[config.mk]
export PLATFORM = sky130hd
export DESIGN_NAME = three_mode_waveform_generator_flat
export DESIGN_NICKNAME = d
export VERILOG_FILES = /design/src/rtl/tmwg_pkg.sv /design/src/rtl/tmwg_if.sv /design/src/rtl/three_mode_waveform_generator.sv /design/src/flat_wrapper.sv
export SDC_FILE = /design/constraint.sdc
export NUM_CORES = 1
export LEC_CHECK = 0
export ABC_AREA = 0
export BUFFER_PORTS_ARGS = -buffer_cell sky130_fd_sc_hd__buf_4
export CAP_MARGIN = 10
export CORE_AREA = 2 2 147 149
export CTS_CLUSTER_DIAMETER = 100
export DETAILED_ROUTE_END_ITERATION = 7
export DIE_AREA = 0 0 149 151
export PLACE_DENSITY = 0.83
export SETUP_SLACK_MARGIN = 0.3
export SYNTH_ARGS = -nofsm -noshare
export SYNTH_HDL_FRONTEND = slang
export SYNTH_SLANG_ARGS = --single-unit
[constraint.sdc]
create_clock -name clk_i -period 5.44 [get_ports clk_i]
set_input_delay 1.088 -clock clk_i [delete_from_list [all_inputs] [get_ports clk_i]]
set_output_delay 1.088 -clock clk_i [all_outputs]
set_load 0.05 [all_outputs]
[src/rtl/tmwg_pkg.sv]
`timescale 1ns / 1ps
`default_nettype none

package tmwg_pkg;

  // payload widths
  localparam int unsigned AMP_W  = 12;
  localparam int unsigned DAC_W  = 12;
  localparam int unsigned MODE_W = 2;
  localparam int unsigned IDX_W  = 7;

  // scale coefficient and product widths
  localparam int unsigned COEF_W = 13;
  localparam int unsigned PROD_W = AMP_W + COEF_W;

  typedef logic [MODE_W-1:0] mode_t;
  typedef logic [IDX_W-1:0]  idx_t;
  typedef logic [COEF_W-1:0] coef_t;

  // waveform codes
  localparam mode_t MODE_SQUARE = 2'd0;
  localparam mode_t MODE_SINE   = 2'd1;
  localparam mode_t MODE_SAW    = 2'd2;

  // period shapes
  localparam idx_t  SQ_LOW_LEN = 7'd24;
  localparam idx_t  SQ_LAST    = 7'd38;
  localparam idx_t  SAW_LAST   = 7'd39;
  localparam idx_t  SINE_RISE  = 7'd25;
  localparam idx_t  SINE_LAST  = 7'd72;
  localparam coef_t SAW_STEP   = 13'd119;
  localparam coef_t FULL_SCALE = 13'd4095;
  localparam logic [DAC_W-1:0] SINE_LEVEL = 12'd61;

  // positive half of the sine, scaled to dac counts
  function automatic coef_t sine_rom(input logic [4:0] k);
    coef_t v;
    unique case (k)
      5'd0:    v = 13'd0;
      5'd1:    v = 13'd485;
      5'd2:    v = 13'd963;
      5'd3:    v = 13'd1424;
      5'd4:    v = 13'd1861;
      5'd5:    v = 13'd2265;
      5'd6:    v = 13'd2631;
      5'd7:    v = 13'd2952;
      5'd8:    v = 13'd3223;
      5'd9:    v = 13'd3438;
      5'd10:   v = 13'd3595;
      5'd11:   v = 13'd3690;
      5'd12:   v = 13'd3722;
      5'd13:   v = 13'd3690;
      5'd14:   v = 13'd3595;
      5'd15:   v = 13'd3438;
      5'd16:   v = 13'd3223;
      5'd17:   v = 13'd2952;
      5'd18:   v = 13'd2631;
      5'd19:   v = 13'd2265;
      5'd20:   v = 13'd1861;
      5'd21:   v = 13'd1424;
      5'd22:   v = 13'd963;
      5'd23:   v = 13'd485;
      default: v = 13'd0;
    endcase
    return v;
  endfunction

endpackage

`default_nettype wire

[src/rtl/tmwg_if.sv]
`timescale 1ns / 1ps
`default_nettype none

// input channel: sample ticks and button presses
interface tmwg_in_if
  import tmwg_pkg::*;
();
  logic             valid;
  logic             ready;
  logic             action;
  logic [AMP_W-1:0] amplitude;

  modport source (output valid, output action, output amplitude, input ready);
  modport sink   (input valid, input action, input amplitude, output ready);
endinterface

// output channel: one dac sample per tick
interface tmwg_out_if
  import tmwg_pkg::*;
();
  logic             valid;
  logic             ready;
  logic [DAC_W-1:0] dac_code;
  mode_t            wave_mode;
  idx_t             sample_index;

  modport source (output valid, output dac_code, output wave_mode, output sample_index,
                  input ready);
  modport sink   (input valid, input dac_code, input wave_mode, input sample_index,
                  output ready);
endinterface

`default_nettype wire

[src/rtl/three_mode_waveform_generator.sv]
`timescale 1ns / 1ps
`default_nettype none

// Three-mode waveform generator. Each beat on in_i is either a sample tick (action 0),
// which yields exactly one dac sample on out_o, or a button press (action 1), which steps
// the selected mode square -> sine -> sawtooth -> square and yields nothing. A newly
// selected mode starts only when the running period ends. The block takes one beat per
// cycle when out_o keeps up; each tick's sample is registered in turn by a lookup stage
// (coefficient table), a 12x13 multiply stage and a stage that divides by 4095 with a
// shift and a two-step correction. Stalls on out_o back up through those three registers,
// and empty stages fill while the output waits.
module three_mode_waveform_generator
  import tmwg_pkg::*;
(
  input  wire logic   clk_i,
  input  wire logic   rst_ni,
  tmwg_in_if.sink     in_i,
  tmwg_out_if.source  out_o
);

  // sequencing state
  mode_t press_count_q, press_count_d;
  mode_t active_mode_q, active_mode_d;
  idx_t  phase_q, phase_d;

  // stage valids
  logic v1_q, v2_q, v3_q;
  logic rdy2, rdy3, in_rdy;
  logic in_fire, tick;

  // stage payloads
  mode_t               mode1_q, mode2_q, mode3_q;
  idx_t                k1_q, k2_q, k3_q;
  logic [AMP_W-1:0]    amp1_q;
  coef_t               coef1_q;
  logic                hold1_q, hold2_q;
  logic [PROD_W-1:0]   prod2_q;
  logic [DAC_W-1:0]    dac3_q;

  // accept-side signals
  mode_t mode_eff;
  idx_t  last_phase;
  coef_t coef;

  // divide-by-4095 signals
  logic [COEF_W-1:0] q0;
  logic [COEF_W:0]   rem;
  logic [COEF_W-1:0] quo;
  logic [DAC_W-1:0]  dac_d;

  // backpressure chain
  assign rdy3    = !v3_q || out_o.ready;
  assign rdy2    = !v2_q || rdy3;
  assign in_rdy  = !v1_q || rdy2;
  assign in_i.ready = in_rdy;
  assign in_fire = in_i.valid && in_rdy;
  assign tick    = in_fire && !in_i.action;

  // mode is latched at the start of a period
  assign mode_eff = (phase_q == '0) ? press_count_q : active_mode_q;

  // last phase of the running period
  always_comb begin
    unique case (mode_eff)
      MODE_SINE: last_phase = SINE_LAST;
      MODE_SAW:  last_phase = SAW_LAST;
      default:   last_phase = SQ_LAST;
    endcase
  end

  // scale coefficient for this phase
  always_comb begin
    unique case (mode_eff)
      MODE_SINE: coef = (phase_q < SINE_RISE) ? sine_rom(phase_q[4:0]) : '0;
      MODE_SAW:  coef = SAW_STEP * COEF_W'(phase_q);
      default:   coef = (phase_q < SQ_LOW_LEN) ? '0 : FULL_SCALE;
    endcase
  end

  // next state on presses and ticks
  always_comb begin
    press_count_d = press_count_q;
    active_mode_d = active_mode_q;
    phase_d       = phase_q;
    if (in_fire && in_i.action) begin
      press_count_d = (press_count_q == MODE_SAW) ? MODE_SQUARE : press_count_q + 2'd1;
    end else if (tick) begin
      active_mode_d = mode_eff;
      phase_d       = (phase_q == last_phase) ? '0 : phase_q + 7'd1;
    end
  end

  always_ff @(posedge clk_i or negedge rst_ni) begin
    if (!rst_ni) begin
      press_count_q <= MODE_SQUARE;
      active_mode_q <= MODE_SQUARE;
      phase_q       <= '0;
    end else begin
      press_count_q <= press_count_d;
      active_mode_q <= active_mode_d;
      phase_q       <= phase_d;
    end
  end

  // stage valids
  always_ff @(posedge clk_i or negedge rst_ni) begin
    if (!rst_ni) begin
      v1_q <= 1'b0;
      v2_q <= 1'b0;
      v3_q <= 1'b0;
    end else begin
      if (in_rdy) v1_q <= tick;
      if (rdy2)   v2_q <= v1_q;
      if (rdy3)   v3_q <= v2_q;
    end
  end

  // stage 1: lookup
  always_ff @(posedge clk_i) begin
    if (in_rdy && tick) begin
      mode1_q <= mode_eff;
      k1_q    <= phase_q;
      amp1_q  <= in_i.amplitude;
      coef1_q <= coef;
      hold1_q <= (mode_eff == MODE_SINE) && (phase_q >= SINE_RISE);
    end
  end

  // stage 2: multiply
  always_ff @(posedge clk_i) begin
    if (rdy2 && v1_q) begin
      mode2_q <= mode1_q;
      k2_q    <= k1_q;
      hold2_q <= hold1_q;
      prod2_q <= PROD_W'(amp1_q) * PROD_W'(coef1_q);
    end
  end

  // divide by 4095: x/4096 plus a correction of at most two
  assign q0  = prod2_q[PROD_W-1:AMP_W];
  assign rem = {2'b00, prod2_q[AMP_W-1:0]} + {1'b0, q0};
  assign quo = q0 + COEF_W'(rem >= (COEF_W+1)'(FULL_SCALE))
                  + COEF_W'(rem >= (COEF_W+1)'({FULL_SCALE, 1'b0}));
  assign dac_d = hold2_q ? SINE_LEVEL : quo[DAC_W-1:0];

  // stage 3: output register
  always_ff @(posedge clk_i) begin
    if (rdy3 && v2_q) begin
      mode3_q <= mode2_q;
      k3_q    <= k2_q;
      dac3_q  <= dac_d;
    end
  end

  assign out_o.valid        = v3_q;
  assign out_o.dac_code     = dac3_q;
  assign out_o.wave_mode    = mode3_q;
  assign out_o.sample_index = k3_q;

  // press count stays in range
  a_press_range: assert property (@(posedge clk_i) disable iff (!rst_ni)
    press_count_q != 2'd3)
    else $error("press count out of range");

  // a press always steps the selection
  a_press_step: assert property (@(posedge clk_i) disable iff (!rst_ni)
    (in_fire && in_i.action) |=> press_count_q != $past(press_count_q))
    else $error("press did not advance the mode count");

  // the active mode changes only at a period boundary
  a_mode_boundary: assert property (@(posedge clk_i) disable iff (!rst_ni)
    !$stable(active_mode_q) |-> $past(phase_q) == '0)
    else $error("mode changed inside a period");

  // phase stays within the active period
  a_phase_range: assert property (@(posedge clk_i) disable iff (!rst_ni)
    (phase_q != '0) |-> ((active_mode_q == MODE_SINE && phase_q <= SINE_LAST) ||
                         (active_mode_q == MODE_SAW && phase_q <= SAW_LAST) ||
                         (active_mode_q == MODE_SQUARE && phase_q <= SQ_LAST)))
    else $error("phase beyond period");

endmodule

`default_nettype wire

[src/flat_wrapper.sv]
// flat-port wrapper written by rule: the top's interface ports become plain ports
module three_mode_waveform_generator_flat import tmwg_pkg::*;
  (clk_i, rst_ni, in_i_valid, in_i_action, in_i_amplitude, in_i_ready, out_o_valid, out_o_dac_code, out_o_wave_mode, out_o_sample_index, out_o_ready);
  tmwg_in_if in_i_i ();
  tmwg_out_if out_o_i ();
  input  wire logic clk_i;
  input  wire logic rst_ni;
  input wire logic [$bits(in_i_i.valid)-1:0] in_i_valid;
  input wire logic [$bits(in_i_i.action)-1:0] in_i_action;
  input wire logic [$bits(in_i_i.amplitude)-1:0] in_i_amplitude;
  output wire logic [$bits(in_i_i.ready)-1:0] in_i_ready;
  output wire logic [$bits(out_o_i.valid)-1:0] out_o_valid;
  output wire logic [$bits(out_o_i.dac_code)-1:0] out_o_dac_code;
  output wire logic [$bits(out_o_i.wave_mode)-1:0] out_o_wave_mode;
  output wire logic [$bits(out_o_i.sample_index)-1:0] out_o_sample_index;
  input wire logic [$bits(out_o_i.ready)-1:0] out_o_ready;
  assign in_i_i.valid = in_i_valid;
  assign in_i_i.action = in_i_action;
  assign in_i_i.amplitude = in_i_amplitude;
  assign in_i_ready = in_i_i.ready;
  assign out_o_valid = out_o_i.valid;
  assign out_o_dac_code = out_o_i.dac_code;
  assign out_o_wave_mode = out_o_i.wave_mode;
  assign out_o_sample_index = out_o_i.sample_index;
  assign out_o_i.ready = out_o_ready;
  three_mode_waveform_generator u_core (.clk_i(clk_i), .rst_ni(rst_ni), .in_i(in_i_i), .out_o(out_o_i));
endmodule
==> summary.md <==
| Metric | Value |
|---|---|
| Cell accounting for the most synthesized area | edfxtp_1 |
| Total CTS buffers | 9 |
| Most used DFF post-synth | edfxtp_1 |
| Mean cell area of the mapped netlist | slightly below 10 µm² |
| Global-route usage over all layers | 0.232 |
| Master of the slowest instance on the critical path | fa_1 |
| Net count, final | 1,485 |
| Via count of the first global-routing pass | 8,499 |
| Proportion of layout cells with a drive suffix above 1 | 0.135 |
| Number of fillers in the final layout | 1,623 |
| Clock slew seen by the registers of the worst setup and hold paths | 0.08 ns |
| Antenna-violating nets left | 0 |
| Post-Syn Nets | ~1,400 |
| Worst-skew pair later-pin latency | 0.36 ns |
| RSZ-0062 raised after global routing | yes |
| Placed wire-length estimate after detailed placement | approximately 20,000 µm |
| Number of placement rows | 53 |
| Synthesized area | 11,300 µm² |
| Boundary pin count | 40 |
| Arrival time worst endpoint | 5.28 ns |
| Area of the die | ~22,000 µm² |
| Share of the yosys chip area belonging to registers | 0.272 |
| Remaining max-slew budget at the tightest pin | 0.366 |
| DR DRC count | 0 |
| Core area | around 21,000 µm² |
| Placed standard-cell area | about 12,000 µm² |
| DRT Pass-1 Iters | 6 |
| Most frequent CP cell | fa_1 |
| Congestion Overflow GR | 0 |
| Final total negative setup slack | 0 ns |
| Share of flip-flops with an asynchronous set or reset | 0.133 |
| Chip Height | 151 µm |
| YS warnings | 0 |
| Total routed wirelength | 25,600 µm |
| Final max-slew violation count | 0 |
| Starting density of the core | 0.544 |
| WP buf/inv | 2 |
| Worst-case clock buffer depth | 2 |
| Antenna diode count | 0 |
| Commonest non-fill, non-tap cell in the layout | inv_1 |
| Design area | 12,700 µm² |
| Number of cells produced by synthesis | 1,148 |
| Clk sinks | about 110 |
| Final setup violation count | 0 |
| Worst Path Required | between 5 and 6 ns |
| Final hold viol count | 0 |
| Start-to-end type of the worst setup path | register to register |
| EDFF count, synth | 91 |
| Highest-count cells in the layout ignoring fill and taps | inv_1 (191), nand2_1 (145), fa_1 (120), ha_1 (117), buf_4 (96) |
| Hold crit path type | register to register |
| Wire length of the first global-routing pass | 41,100 µm |
| TritonCTS clock tree | built |
| Result of the run | completed |
| Number of levels the H-tree was split into | 3 |
| Number of DRC violations after detailed-routing iteration 0 | 601 |
| Worst slew pin tran | about 0.95 ns |
| Growth of design area from synthesis to finish | 12.1% |
| Antenna violations before repair | 0 |
| Number of max-capacitance violations reported | 0 |
| Final estimated routing congestion in global placement | approximately 0.92 |
| Fraction of synthesized cell area taken by the top area cell type | 0.241 |
| Vias | around 8,400 |
| Hold buffer count at cts | 0 |
| Period Utilization, post-route | 0.953 |
| Slowest stage delay, CP | roughly 0.59 ns |
| Worst clock skew | 0.0183 ns |
| Kind of end point of the critical path | register |
| Maximum net fanout on the critical path | 5 |
| Vias per Instance | approximately 5.6 |
| Root buffer selected by CTS | clkbuf_16 |
| Maximum number of pins on one net before global-route repair | 39 |
| Horiz. Die Dim | 149 µm |
| Critical-path cell list | buf_6 -> buf_6 -> and2_4 -> fa_1 -> fa_1 -> fa_2 -> fa_1 -> fa_1 -> ha_4 -> and3_4 -> and2_4 -> a32o_2 -> a211o_4 -> a41oi_2 -> xnor2_1 |
| Critical Path Source Type | register |
| Maximum clock frequency | 0.193 GHz |
| Synth top area cells | edfxtp_1 (24%), fa_1 (23%), ha_1 (14%) |
| Post-layout minimum cycle time | 5.18 ns |
| Flip-flop and latch count after synthesis | approximately 110 |
| Drt wl/cell | approximately 17 µm |
| Synth cell types | 73 |
| Port Buffers | 39 |
| Top Family by Delay on Critical Path | adder cells |
==> per-layer routing <==
layer	share of wire	track usage	vias to the layer above
met2	0.52	0.420	318
met5	0	0	-
li1	-	-	3926
met4	0.034	0.0871	0
met1	0.39	0.281	4097
met3	0.056	0.0373	75
==> what timing repair did <==
item                                    in CTS  in global routing
endpoints found under the setup margin       7                 11
pin swaps                                   11                 25
gates cloned                                 0                  0
setup buffers                               27                  8
resized for setup                           15                 25
==> cell families (layout without fill, tap and decap cells) <==
family | after synthesis | after routing | share of synthesized area
muxes | 10 | 10 | 0.0102
adders and majority gates | 252 | 252 | 0.363
and+or+nand+nor | 317 | 317 | 0.136
xor gates and xnor gates | 36 | 36 | 0.0278
DFF | 105 | 105 | 0.272
buffers and inverters | 241 | 314 | 0.0818
AOI/OAI and AO/OA | 187 | 187 | 0.109
==> state kept, by name, summed over array words and instances, names as in the netlist, 7 cells and up <==
signal and count:
u_core.amp1_q 12, u_core.coef1_q 13, u_core.k1_q 7, u_core.k2_q 7, u_core.out_o.dac_code 12, u_core.out_o.sample_index 7, u_core.phase_q 7, u_core.prod2_q 25
==> area by class of cell <==
type	count	area, µm²	area share
multi-input cells	802	7460	0.587
flip-flops and latches	105	3080	0.243
well taps	275	344	0.0271
inverters	198	743	0.0586
clock inverters	5	53.8	0.00424
repair buffers	100	759	0.0598
clock buffers	11	254	0.0200
==> through the flow <==
stage                     setup slack [ns]   util  hold slack (ns)  instances
after global placement               0.223  0.576            0.401       1445
after floorplan                      0.302      -            0.400       1148
after CTS                            0.270  0.603            0.430       1488
after detailed placement             0.121  0.576            0.407       1445
final                                0.256  0.610            0.428       1496
after global routing                 0.150  0.610            0.440       1496
==> Yosys cell counts (9+ instances only) <==
cell      instances
nor2b_1           9
nor2_1           38
nand2b_1         14
o21ai_0          49
clkbuf_1         34
nand2_1         146
a21o_1           12
a211oi_1          9
inv_1           196
and2_1           60
fa_1            128
xnor2_1          23
nand3_1          13
dfrtp_1          14
a21oi_1          45
xor2_1           13
ha_1            124
edfxtp_1         91
==> path summary, 6_finish.rpt <==
check	to	startpoint	cells after the start	slack, ns
worst max-delay path	u_core.prod2_q[23]	u_core.coef1_q[4]	15	0.26
worst min-delay path	u_core.out_o.sample_index[0]	u_core.k2_q[0]	0	0.43
worst max register to register	u_core.prod2_q[23]	u_core.coef1_q[4]	15	0.26
worst min register to register	u_core.out_o.sample_index[0]	u_core.k2_q[0]	0	0.43
max in group asynchronous	u_core.out_o.valid	rst_ni	1	4.70
min in group asynchronous	u_core.v2_q	rst_ni	1	0.56
Power is not shown: default switching activity piles up to over one toggle a cycle in this logic, so the estimate is an artifact.
